File: src/hdl/tss_pkg.sv
// tss_pkg: shared types and defaults for the tridiagonal system solver
// holds the datapath command set and the controller/datapath status struct
// no dependencies
`timescale 1ns / 1ps

package tss_pkg;

    localparam int MAX_ROWS_DEFAULT      = 64;
    localparam int VALUE_WIDTH_DEFAULT   = 32;
    localparam int FRACTION_BITS_DEFAULT = 16;
    localparam int ROW_INDEX_W           = 6;

    typedef enum logic [3:0] {
        OP_NONE,
        OP_LOAD,
        OP_FIRST,
        OP_DIV_F,
        OP_MUL_U,
        OP_SUB_P,
        OP_MUL_R,
        OP_STORE,
        OP_READ,
        OP_MUL_X,
        OP_NUM,
        OP_DIV_X,
        OP_EMIT
    } t_op;

    typedef struct packed {
        t_op  op;
        logic first;
        logic last;
    } t_cmd;

    typedef struct packed {
        logic mul_done;
        logic div_done;
        logic out_free;
    } t_status;

endpackage

File: src/hdl/tss_ctrl.sv
// tss_ctrl: solver controller, sequences elimination and back substitution
// issues tss_pkg::t_cmd to the datapath and reads tss_pkg::t_status back
// depends on tss_pkg
`timescale 1ns / 1ps

module tss_ctrl #(
    parameter int MAX_ROWS = tss_pkg::MAX_ROWS_DEFAULT
) (
    input  logic                        i_clk,
    input  logic                        i_rst_n,
    input  logic                        i_in_valid,
    output logic                        o_in_stall,
    input  logic                        i_last_row,
    input  tss_pkg::t_status            i_sts,
    output tss_pkg::t_cmd               o_cmd,
    output logic [$clog2(MAX_ROWS)-1:0] o_addr
);

    localparam int AW = $clog2(MAX_ROWS);

    typedef enum logic [3:0] {
        ST_IDLE,
        ST_FIRST,
        ST_DIVF_S,
        ST_DIVF_W,
        ST_MULU_S,
        ST_MULU_W,
        ST_SUBP,
        ST_MULR_S,
        ST_MULR_W,
        ST_STORE,
        ST_READ,
        ST_MULX_S,
        ST_MULX_W,
        ST_NUM,
        ST_DIVX_S,
        ST_DIVX_W
    } t_state;

    t_state        r_state;
    logic [AW-1:0] r_row;
    logic [AW-1:0] r_idx;
    logic          r_first;
    logic          r_last;
    logic          r_emit;

    logic accept;

    assign accept     = i_in_valid && (r_state == ST_IDLE) && !r_emit;
    assign o_in_stall = (r_state != ST_IDLE) || r_emit;
    assign o_addr     = (r_state == ST_READ || r_emit) ? r_idx : r_row;

    always_comb begin
        o_cmd.op    = tss_pkg::OP_NONE;
        o_cmd.first = r_first;
        o_cmd.last  = (r_idx == '0);
        if (r_emit) begin
            if (i_sts.out_free) begin
                o_cmd.op = tss_pkg::OP_EMIT;
            end
        end else begin
            unique case (r_state)
                ST_IDLE:   o_cmd.op = accept ? tss_pkg::OP_LOAD : tss_pkg::OP_NONE;
                ST_FIRST:  o_cmd.op = tss_pkg::OP_FIRST;
                ST_DIVF_S: o_cmd.op = tss_pkg::OP_DIV_F;
                ST_MULU_S: o_cmd.op = tss_pkg::OP_MUL_U;
                ST_SUBP:   o_cmd.op = tss_pkg::OP_SUB_P;
                ST_MULR_S: o_cmd.op = tss_pkg::OP_MUL_R;
                ST_STORE:  o_cmd.op = tss_pkg::OP_STORE;
                ST_READ:   o_cmd.op = tss_pkg::OP_READ;
                ST_MULX_S: o_cmd.op = tss_pkg::OP_MUL_X;
                ST_NUM:    o_cmd.op = tss_pkg::OP_NUM;
                ST_DIVX_S: o_cmd.op = tss_pkg::OP_DIV_X;
                default:   o_cmd.op = tss_pkg::OP_NONE;
            endcase
        end
    end

    always_ff @(posedge i_clk) begin
        if (!i_rst_n) begin
            r_state <= ST_IDLE;
            r_row   <= '0;
            r_idx   <= '0;
            r_first <= 1'b0;
            r_last  <= 1'b0;
            r_emit  <= 1'b0;
        end else if (r_emit) begin
            // result waits for the output register
            if (i_sts.out_free) begin
                r_emit <= 1'b0;
                if (r_idx == '0) begin
                    r_state <= ST_IDLE;
                end else begin
                    r_idx   <= r_idx - 1'b1;
                    r_first <= 1'b0;
                    r_state <= ST_READ;
                end
            end
        end else begin
            unique case (r_state)
                ST_IDLE: begin
                    if (accept) begin
                        r_last  <= i_last_row || (r_row == AW'(MAX_ROWS - 1));
                        r_state <= (r_row == '0) ? ST_FIRST : ST_DIVF_S;
                    end
                end
                ST_FIRST, ST_STORE: begin
                    if (r_last) begin
                        r_idx   <= r_row;
                        r_row   <= '0;
                        r_first <= 1'b1;
                        r_state <= ST_READ;
                    end else begin
                        r_row   <= r_row + 1'b1;
                        r_state <= ST_IDLE;
                    end
                end
                ST_DIVF_S: r_state <= ST_DIVF_W;
                ST_DIVF_W: if (i_sts.div_done) r_state <= ST_MULU_S;
                ST_MULU_S: r_state <= ST_MULU_W;
                ST_MULU_W: if (i_sts.mul_done) r_state <= ST_SUBP;
                ST_SUBP:   r_state <= ST_MULR_S;
                ST_MULR_S: r_state <= ST_MULR_W;
                ST_MULR_W: if (i_sts.mul_done) r_state <= ST_STORE;
                ST_READ:   r_state <= r_first ? ST_NUM : ST_MULX_S;
                ST_MULX_S: r_state <= ST_MULX_W;
                ST_MULX_W: if (i_sts.mul_done) r_state <= ST_NUM;
                ST_NUM:    r_state <= ST_DIVX_S;
                ST_DIVX_S: r_state <= ST_DIVX_W;
                ST_DIVX_W: if (i_sts.div_done) r_emit <= 1'b1;
                default:   r_state <= ST_IDLE;
            endcase
        end
    end

    a_emit_free: assert property (@(posedge i_clk) disable iff (!i_rst_n)
        o_cmd.op == tss_pkg::OP_EMIT |-> i_sts.out_free)
        else $error("emit issued while output register is held");

    a_accept_busy: assert property (@(posedge i_clk) disable iff (!i_rst_n)
        accept |=> o_in_stall)
        else $error("controller took a row without going busy");

    a_row_range: assert property (@(posedge i_clk) disable iff (!i_rst_n)
        r_row <= AW'(MAX_ROWS - 1))
        else $error("row count beyond store depth");

    a_emit_only_back: assert property (@(posedge i_clk) disable iff (!i_rst_n)
        r_emit |-> r_state == ST_DIVX_W)
        else $error("emit pending outside back substitution");

endmodule

File: config.mk
export PLATFORM = sky130hd
export DESIGN_NAME = tss_ctrl
export DESIGN_NICKNAME = d
export VERILOG_FILES = /design/src/hdl/tss_pkg.sv /design/src/hdl/tss_ctrl.sv
export SDC_FILE = /design/constraint.sdc
export NUM_CORES = 1
export LEC_CHECK = 0
export ABC_CLOCK_PERIOD_IN_PS = 2100
export BUFFER_PORTS_ARGS = -buffer_cell sky130_fd_sc_hd__buf_2
export CAP_MARGIN = 15
export CORE_MARGIN = 2
export CORE_UTILIZATION = 57
export DETAILED_ROUTE_END_ITERATION = 8
export PLACE_DENSITY = 0.83
export SYNTH_ARGS = -nofsm -noshare
export SYNTH_HDL_FRONTEND = slang
export SYNTH_SLANG_ARGS = --single-unit
File: constraint.sdc
create_clock -name i_clk -period 2.1 [get_ports i_clk]
set_input_delay 0.42 -clock i_clk [delete_from_list [all_inputs] [get_ports i_clk]]
set_output_delay 0.42 -clock i_clk [all_outputs]
set_load 0.01 [all_outputs]
==> results of run 1 <==
per-layer routing:
| layer | vias up | track usage [%] |
|---|---|---|
| met5 | - | 0 |
| met4 | 0 | 8.163 |
| met3 | 7 | 3.687 |
| met2 | 80 | 45.38 |
| met1 | 730 | 33.38 |
| li1 | 743 | - |
repair_timing:
item	in CTS	in global routing
gates resized for setup	1	5
hold buffers	0	0
endpoints found under the setup margin	1	6
layout by cell type (no fill, tap or decap), types with 2 or more instances in the layout:
cell,synthesis,layout
o221ai_1,3,3
a22oi_1,4,4
nor3_1,3,3
or3_4,2,2
and2_1,4,4
nor3b_1,2,2
o22ai_1,2,2
nand2_1,22,22
dfxtp_1,19,17
clkbuf_4,0,3
mux2_2,5,5
nand3_1,4,4
xor2_1,4,4
a21oi_1,7,7
xnor2_1,3,3
nor3b_2,2,2
a32o_1,3,3
inv_1,6,6
nor2b_1,6,6
nand4_1,3,3
a21boi_0,3,3
buf_4,3,5
nand2b_1,7,7
a21o_1,2,2
nor4_1,2,2
a31oi_1,2,2
ha_1,4,4
o21ai_0,14,14
buf_2,5,19
nor2_1,11,11
o31ai_1,2,2
and3_1,4,4
dfxtp_2,0,2
nand3b_1,2,2
registers in the layout (all words and copies together) (netlist names):
signal,cells
r_last,1
r_emit,1
r_row,6
r_first,1
r_idx,6
r_state,4
how the worst min path moves through the flow:
stage                          start                    end  slack [ns]  cells after the start
2_1_floorplan  r_idx[5]$_SDFFE_PN0P_  r_idx[5]$_SDFFE_PN0P_        0.47                      2
3_3_place_gp   r_idx[1]$_SDFFE_PN0P_  r_idx[1]$_SDFFE_PN0P_        0.50                      2
3_5_place_dp   r_idx[5]$_SDFFE_PN0P_  r_idx[5]$_SDFFE_PN0P_        0.52                      2
4_1_cts                     i_sts[1]      r_emit$_SDFF_PN0_        0.40                      3
5_1_grt                     i_sts[1]      r_emit$_SDFF_PN0_        0.42                      3
6_report                    i_sts[1]      r_emit$_SDFF_PN0_        0.41                      3
power breakdown:
group          leakage, nW  internal (mW)  switching (mW)  total, mW
combinational        0.523          0.422           0.498      0.920
clock               0.0177         0.0710           0.119      0.190
sequential           0.155          0.416          0.0824      0.499
total                0.695          0.909           0.699       1.61
worst max-delay path, delay by kind of cell, from the launching register on:
family                 cells  cell delay [ns]
AO/OA/AOI/OAI              2             0.41
flip-flops                 1             0.34
buffers and inverters      2             0.32
AND/OR/NAND/NOR            1             0.25
stage by stage:
stage	worst slack, ns	utilization [%]	setup TNS, ns	cells	hold slack, ns
2_1_floorplan	0.3260	-	0	194	0.4679
3_3_place_gp	0.3850	65.49	0	236	0.4956
3_5_place_dp	0.3143	65.49	0	236	0.5221
4_1_cts	0.01809	66.62	0	240	0.3964
5_1_grt	-0.01131	67.45	-0.01354	240	0.4217
6_report	0.05476	67.45	0	240	0.4065
final cells by class:
type,instances,share of cell area (%)
tap,30,2.187
clock inverter,1,0.2915
timing repair buffer,26,9.257
multi-input combinational,154,63.12
sequential,19,22.30
inverter,7,1.531
clock buffer,3,1.312
kinds of logic after synthesis:
group,Yosys count
AO/OA/AOI/OAI,57
AND/OR/NAND/NOR,80
flip-flops,19
XOR/XNOR,7
adder cells (fa/ha/maj),4
multiplexers,6
buffers and inverters,21
==> metrics, run 1 <==
R2R depth 6; Rows 18; Multi-input gate area 1084 um2; Slew @ Worst Pin 0.4197 ns; outcome finished, final reports clean; clock skew 0.002978 ns; number of vias per cell 6.500; Slew Limit Headroom 71.90%; pwr/cell area 936.8 nW/um2; Area after DPL 1667 um2; Synth Area in Compound Gates 27.37%; reg2reg start r_idx[0]$_SDFFE_PN0P_; TritonCTS Buffers 3; Tot GR Track Use 26.17%; Yosys cell types 57; DR WL met2 1967 um; Setup Buffers After CTS 0; CP max-delay cell dfxtp_1; Pre-Repair DR Iteration Count 4; Tmin final 2.045 ns; Worst Setup End Kind output pin; Hold Crit Class input pin to flip-flop; Avg Inst Size Synth 8.036 um2; synthesized cell area 1559 um2; CTS root buf clkbuf_4; most frequent cells after synthesis 22 x nand2_1, 19 x dfxtp_1, 14 x o21ai_0, 11 x nor2_1; FF-to-FF End r_idx[4]$_SDFFE_PN0P_; port bufs 19; CTS Sinks 19; Cell Chain, Critical Path buf_6 > or2b_1 > o221a_2 > a21oi_1 > buf_2; Die X 56.30 um; Worst-Skew Late Latency 0.30 ns; nets 222; buffer levels on the longest clock path 2; DRC viols 0; CP startpoint r_state[2]$_SDFFE_PN0P_; sequential share of the synthesized area 24.40%; leak pwr 0.6952 nW; Design Area, Final 1717 um2; 1st-iter DRT viols 110; DRT Wirelength 3986 um; top-area cell type share of the netlist area 24.40%; Final setup viols 0; final weighted congestion in routability-driven placement 0.9046; CP required 1.68 ns; largest area contributor in the netlist dfxtp_1; CP Data Arrival Time 1.63 ns; post-synth net total 205; Max IR drop VDD 0.6279 mV; Post-Syn Instances 194; Core Footprint 2545 um2; Seq cells post-synth 19; Final period util 97.39%; Area contributors post-synth dfxtp_1 24%, nand2_1 5.3%, o21ai_0 4.5%; Fmax achieved 0.4889 GHz; first-pass GRT wire length 6693 um; vias in the first global route 1495; Post-synth ARST share 0%; CTS tree done; antenna-violating nets left 0; worst setup path endpoint o_cmd[4]; fillers 218; Max Slew Vio Count 0; xor/xnor cell area share of the yosys netlist 3.933%; Critical Path Max Stage Delay 0.34 ns; initial antenna violation count 0; Die ar. 3169 um2; RSZ-0062 raised after global routing true; post-synthesis mux area share 4.254%; share of layout cells above drive strength 1 23.81%; synth warn 0; Top FF cell, synth dfxtp_1; Post-Synth Adder-Cell Area 3.210%; largest family of logic cells by synthesized area simple AND/OR/NAND/NOR gates; Die Y-Extent 56.30 um; drt wl/cell 16.61 um; MaxCap Viol Count 0; Final Hold Viols 0; wire length on met3 332 um; R2R Setup Slk 0.35 ns; CTS clk-pin slew, worst paths 0.11 ns; area delta synth->final 10.11%; Highest Signal Layer met4; grt ovf 0; register area 382.9 um2; Antenna diodes 0; number of synthesized flops with an enable pin 0; post-route met1 wirelength 1634 um; maximum number of pins on one net before global-route repair 22; top-count cell post-synth nand2_1; I/O Pins 20; Critical Path Source Type flip-flop; CP Max Fanout 21; H-tree depth 1; critical path class flip-flop to output pin; post-route total power 1.608 mW; initial core utilization 61.26%; Synth Area in Simple Gates 30.18%; Vias 1560; DP HPWL 2878 um
(Power assumes the default switching activity.)
==> inputs of run 2 (changes only) <==
- CELL_PAD_IN_SITES_DETAIL_PLACEMENT: unset -> 0
- CELL_PAD_IN_SITES_GLOBAL_PLACEMENT: unset -> 1
- CORE_UTILIZATION: 57 -> 43
- PLACE_DENSITY: 0.83 -> 0.84
==> run 2 against run 1 <==
  * Sequential cell count is the same
  * Design area increased by 2.7%
  * Combinational power hardly changed
  * Cell count is 7.1% higher
  * Clock-buffer cell count rose by 1
  * Routed wire length is 1.3% lower
  * Critical path type unchanged
  * Sequential share of layout area down 0.44 points
  * Utilization is 16 points lower
  * Clock power about the same
  * Largest cell class unchanged
  * Non-clock buffer count is 1 higher
  * Register-to-register slack is essentially flat
==> metrics, run 2 (same netlist as run 1, synthesis figures left out) <==
Slew @ Worst Pin 0.4706 ns (+0.05095 ns); FF-to-FF End r_idx[4]$_SDFFE_PN0P_; Worst-Skew Late Latency 0.30 ns (about the same); leading cell type in the layout, fill and taps excluded nand2_1; first-pass GRT wire length 6900 um (+3.1%); clock skew 0.003745 ns (+0.0007669 ns); initial core utilization 45.64% (-16 points); 1st-iter DRT viols 115 (+4.5%); final weighted congestion in routability-driven placement 0.8805 (-2.7%); RSZ-0062 raised after global routing false; Slew Limit Headroom 68.49% (-3.4 points); TritonCTS Buffers 3 (unchanged); area delta synth->final 13.08%; Tot GR Track Use 21.01% (-5.2 points); final setup margin 0.1300 ns (+0.07520 ns); Tmin final 1.970 ns (-0.07520 ns); biggest regs r_idx: 6 flops, r_row: 6 flops, r_state: 4 flops; Worst Setup End Kind output pin; CTS tree done; DRT Wirelength 3935 um (-1.3%); Final setup viols 0 (unchanged); Die Y-Extent 64.21 um (+14%); CP required 1.68 ns (about the same); pre-CTS setup slack 0.3231 ns (+0.008792 ns); nets 223 (+0.45%); Total Neg Setup Slack 0 ns (unchanged); Antenna diodes 0 (unchanged); outcome finished, final reports clean; pwr/cell area 914.2 nW/um2 (-2.4%); Final Hold Viols 0 (unchanged); drt wl/cell 15.31 um (-7.8%); Final period util 93.81% (-3.6 points); Critical Path Source Type flip-flop; buffer levels on the longest clock path 2 (unchanged); Area after DPL 1694 um2 (+1.7%); maximum number of pins on one net before global-route repair 22 (unchanged); MaxCap Viol Count 0 (unchanged); CTS Sinks 19 (unchanged); Max Slew Vio Count 0 (unchanged); critical path class flip-flop to output pin; CP Data Arrival Time 1.55 ns (-0.08 ns); Die ar. 4123 um2 (+30%); post-route total power 1.612 mW (+0.22%); Hold Crit Class input pin to flip-flop; Hold Path Sink r_emit$_SDFF_PN0_; initial antenna violation count 0 (unchanged); DP HPWL 2884 um (+0.21%); CTS clk-pin slew, worst paths 0.11 ns (about the same); min-delay src i_sts[1]; share of layout cells above drive strength 1 25.12% (+1.3 points); H-tree depth 1 (unchanged); Die X 64.21 um (+14%); Design Area, Final 1763 um2 (+2.7%); CP Max Fanout 21 (unchanged); port bufs 19 (unchanged); Setup Buffers After CTS 0 (unchanged); vias in the first global route 1470 (-1.7%); CTS root buf clkbuf_4; Vias 1502 (-3.7%); commonest non-fill, non-tap cells in the layout 22 x nand2_1, 19 x buf_2, 15 x dfxtp_1; leak pwr 0.7018 nW (+0.94%); R2R Setup Slk 0.35 ns (about the same); I/O Pins 20 (unchanged); Pre-Repair DR Iteration Count 4 (unchanged); antenna-violating nets left 0 (unchanged); Max IR drop VDD 0.4532 mV (-28%); Rows 21 (+3); hold path depth 3 (unchanged); DRC viols 0 (unchanged); reg2reg start r_idx[0]$_SDFFE_PN0P_; number of vias per cell 5.844 (-10%); R2R depth 6 (unchanged); Core Util, Final 51.61% (-16 points); Fmax achieved 0.5076 GHz (+3.8%); grt ovf 0 (unchanged); Core Footprint 3416 um2 (+34%)
-- run 2: repair_timing --
action	4_1_cts	5_1_grt
endpoints found under the setup margin	4	4
pin swaps	0	2
resized for setup	1	11
hold buffers	0	0
-- run 2: worst max path at each step --
stage / start / endpoint / slack [ns] / cells after the start
after floorplan: r_state[2]$_SDFFE_PN0P_ / o_addr[2] / 0.33 / 4
after global placement: r_state[1]$_SDFFE_PN0P_ / o_addr[5] / 0.35 / 3
after detailed placement: r_state[1]$_SDFFE_PN0P_ / o_addr[5] / 0.32 / 3
after CTS: r_state[3]$_SDFFE_PN0P_ / o_cmd[4] / 0.003 / 4
after global routing: r_state[1]$_SDFFE_PN0P_ / o_cmd[3] / 0.006 / 5
final: r_state[2]$_SDFFE_PN0P_ / o_cmd[4] / 0.13 / 5
-- run 2: final cells by class --
type	count	area, um2
Clock buffer	4	26.28
Fill cell	341	1653
Inverter	7	26.28
Multi-Input combinational cell	154	1087
Sequential cell	19	385.4
Tap cell	46	57.56
Timing Repair Buffer	27	180.2
-- run 2: routing by layer --
layer  GRT usage (%)  wire length [um]  up-vias
met5               0                 0        -
met3           2.113               176        2
li1                -                 -      752
met4           6.117                21        0
met1           29.76              1899      713
met2           33.59              1838       35
-- run 2: metrics by stage --
step / hold slack, ns / std cells
3_3_place_gp: 0.5003 / 253
6_report: 0.4080 / 257
4_1_cts: 0.3902 / 257
2_1_floorplan: 0.4679 / 194
5_1_grt: 0.4000 / 257
3_5_place_dp: 0.5061 / 253
-- run 2: worst max-delay path, stage by stage (launching register included) --
cell,delay [ns]
dfxtp_2,0.35
buf_12,0.15
or2b_1,0.24
o221a_2,0.27
a21oi_2,0.09
buf_2,0.14
-- run 2: where the power goes --
group          leakage [nW]  switching (mW)  internal [mW]
Sequential            0.156          0.0852          0.419
Clock                0.0150           0.114         0.0739
Combinational         0.531           0.479          0.440
==> inputs of run 3 (changes only) <==
- ABC_CLOCK_PERIOD_IN_PS: 2100 -> 2050
- clock period: 2.1 -> 2.05 ns (I/O delays scaled with it)
==> run 3 against run 2 <==
  * Via count rose by 1.8%
  * Power rose by 5.8%
  * Clock power rose by 11%
  * Design area rose by 3.1%
  * Worst hold slack got worse by 0.061 ns
  * Critical endpoint unchanged
  * Highest routed layer is now met3
  * Register-to-register slack got worse by 0.06 ns
  * Clock skew rose by 0.0020 ns
  * Combinational power rose by 7.3%
  * First-iteration DRC count fell by 7.0%
  * Clock-buffer cell count fell by 1
  * Global-route usage fell by 0.46 points
==> metrics, run 3 (same netlist as run 1, synthesis figures left out) <==
outcome finished, final reports clean; Pre-Repair DR Iteration Count 4 (unchanged); CP Data Arrival Time 1.58 ns (+0.03 ns); Multi-input gate area 1092 um2 (+0.46%); number of vias per cell 5.770 (-1.3%); initial core utilization 45.64% (unchanged); Tmin final 1.993 ns; CP required 1.64 ns (-0.04 ns); area delta synth->final 16.61%; Max Slew Vio Count 0 (unchanged); CP startpoint r_state[2]$_SDFFE_PN0P_; Final Hold Viols 0 (unchanged); register area 389.1 um2 (+0.97%); grt ovf 0 (unchanged); Rows 21 (unchanged); port bufs 19 (unchanged); I/O Pins 20 (unchanged); Fmax achieved 0.5017 GHz; R2R depth 6 (unchanged); Die Y-Extent 64.21 um (unchanged); first-pass GRT wire length 6824 um (-1.1%); TritonCTS Buffers 3 (unchanged); reg2reg start r_idx[0]$_SDFFE_PN0P_; Core Footprint 3416 um2 (unchanged); share of layout cells above drive strength 1 29.68% (+4.6 points); nets 231 (+3.6%); Hold Slack 0.3475 ns (-0.06052 ns); clock skew 0.005760 ns (+0.002015 ns); DRC viols 0 (unchanged); DRT Wirelength 3935 um (unchanged); Antenna diodes 0 (unchanged); Die ar. 4123 um2 (unchanged); CTS tree done; Tot GR Track Use 20.54% (-0.46 points); Die X 64.21 um (unchanged); Slew Limit Headroom 70.21% (+1.7 points); critical path class flip-flop to output pin; worst setup path endpoint o_cmd[4]; Worst-Skew Late Latency 0.31 ns (about the same); Vias 1529 (+1.8%); initial antenna violation count 0 (unchanged); antenna-violating nets left 0 (unchanged); hold buffer count at cts 0 (unchanged); MaxCap Viol Count 0 (unchanged); drt wl/cell 14.85 um (-3.0%); CTS Sinks 19 (unchanged); Core Util, Final 53.22% (+1.6 points); Slew @ Worst Pin 0.4450 ns (-0.02567 ns); CTS root buf clkbuf_4; DP HPWL 2907 um (+0.79%); Hold Crit Class input pin to flip-flop; leak pwr 0.7402 nW (+5.5%); Max IR drop VDD 0.4141 mV (-8.6%); Worst Setup End Kind output pin; CTS clk-pin slew, worst paths 0.12 ns (about the same); leading cell type in the layout, fill and taps excluded nand2_1; final weighted congestion in routability-driven placement 0.8951 (+1.7%); Final setup viols 0 (unchanged); Final period util 97.23%; pwr/cell area 937.9 nW/um2 (+2.6%); buffer levels on the longest clock path 2 (unchanged); Critical Path Source Type flip-flop; 1st-iter DRT viols 107 (-7.0%); fillers 358 (+5.0%); commonest non-fill, non-tap cells in the layout 22 x nand2_1, 19 x buf_2, 14 x buf_4, 14 x dfxtp_1, 13 x o21ai_0; H-tree depth 1 (unchanged); biggest regs r_idx: 6 flops, r_row: 6 flops, r_state: 4 flops; CP Max Fanout 11 (-48%); FF-to-FF End r_idx[4]$_SDFFE_PN0P_; vias in the first global route 1472 (+0.14%); maximum number of pins on one net before global-route repair 22 (unchanged); R2R Setup Slk 0.29 ns (-0.06 ns)
-- run 3: cell count changes in the layout (fill, tap and decap cells not counted), sizes merged --
cell	before	now
clkinvlp	0	1
clkbuf	4	3
buf	27	35
-- run 3: worst min-delay path by stage --
| stage | start | cells past startpoint | endpoint | slack [ns] |
|---|---|---|---|---|
| 3_3_place_gp | r_idx[1]$_SDFFE_PN0P_ | 2 | r_idx[1]$_SDFFE_PN0P_ | 0.50 |
| 5_1_grt | i_sts[1] | 3 | r_emit$_SDFF_PN0_ | 0.33 |
| 6_report | i_sts[1] | 3 | r_emit$_SDFF_PN0_ | 0.35 |
| 3_5_place_dp | r_idx[1]$_SDFFE_PN0P_ | 2 | r_idx[1]$_SDFFE_PN0P_ | 0.51 |
| 4_1_cts | i_sts[1] | 3 | r_emit$_SDFF_PN0_ | 0.34 |
| 2_1_floorplan | r_idx[5]$_SDFFE_PN0P_ | 2 | r_idx[5]$_SDFFE_PN0P_ | 0.47 |
-- run 3: where the power goes --
part | total (mW) | switching, mW | internal, mW
registers | 0.511 | 0.0810 | 0.430
clock network | 0.208 | 0.133 | 0.0744
logic | 0.986 | 0.511 | 0.475
-- run 3: per-stage QoR --
step	power (mW)	cell area [um2]	setup TNS [ns]	std cells	setup slack, ns
3_5_place_dp	1.421	1724	0	257	0.3141
4_1_cts	1.659	1782	0	264	0.0009073
5_1_grt	1.845	1818	-0.007082	265	-0.003977
3_3_place_gp	1.406	1724	0	257	0.3174
2_1_floorplan	1.186	1559	0	194	0.2860
6_report	1.705	1818	0	265	0.05681
-- run 3: cell type report --
| cell class | count | area share (%) |
|---|---|---|
| Sequential cell | 19 | 21.40 |
| Clock buffer | 3 | 1.239 |
| Multi-Input combinational cell | 154 | 60.08 |
| Timing Repair Buffer | 35 | 12.25 |
| Tap cell | 46 | 3.166 |
| Inverter | 7 | 1.445 |
| Clock inverter | 1 | 0.4129 |
-- run 3: per-layer routing --
layer / global-route usage (%) / wire [um] / share of wire, % / vias up
met3: 2.993 / 175 / 4.4 / 0
met5: 0 / 0 / 0 / -
met1: 27.68 / 1827 / 46 / 741
met4: 7.979 / 0 / 0 / 0
met2: 32.94 / 1932 / 49 / 26
li1: - / - / - / 762
-- run 3: what timing repair did --
item / CTS / global route
buffers inserted: 3 / 1
setup endpoints to repair: 7 / 8
gates resized for setup: 3 / 9
pin swaps: 0 / 1
-- run 3: worst max-delay path: stages, from the launching register on --
cell	delay (ns)
dfxtp_4	0.38
buf_6	0.14
or2b_1	0.25
o221a_2	0.28
a21oi_2	0.10
buf_2	0.14
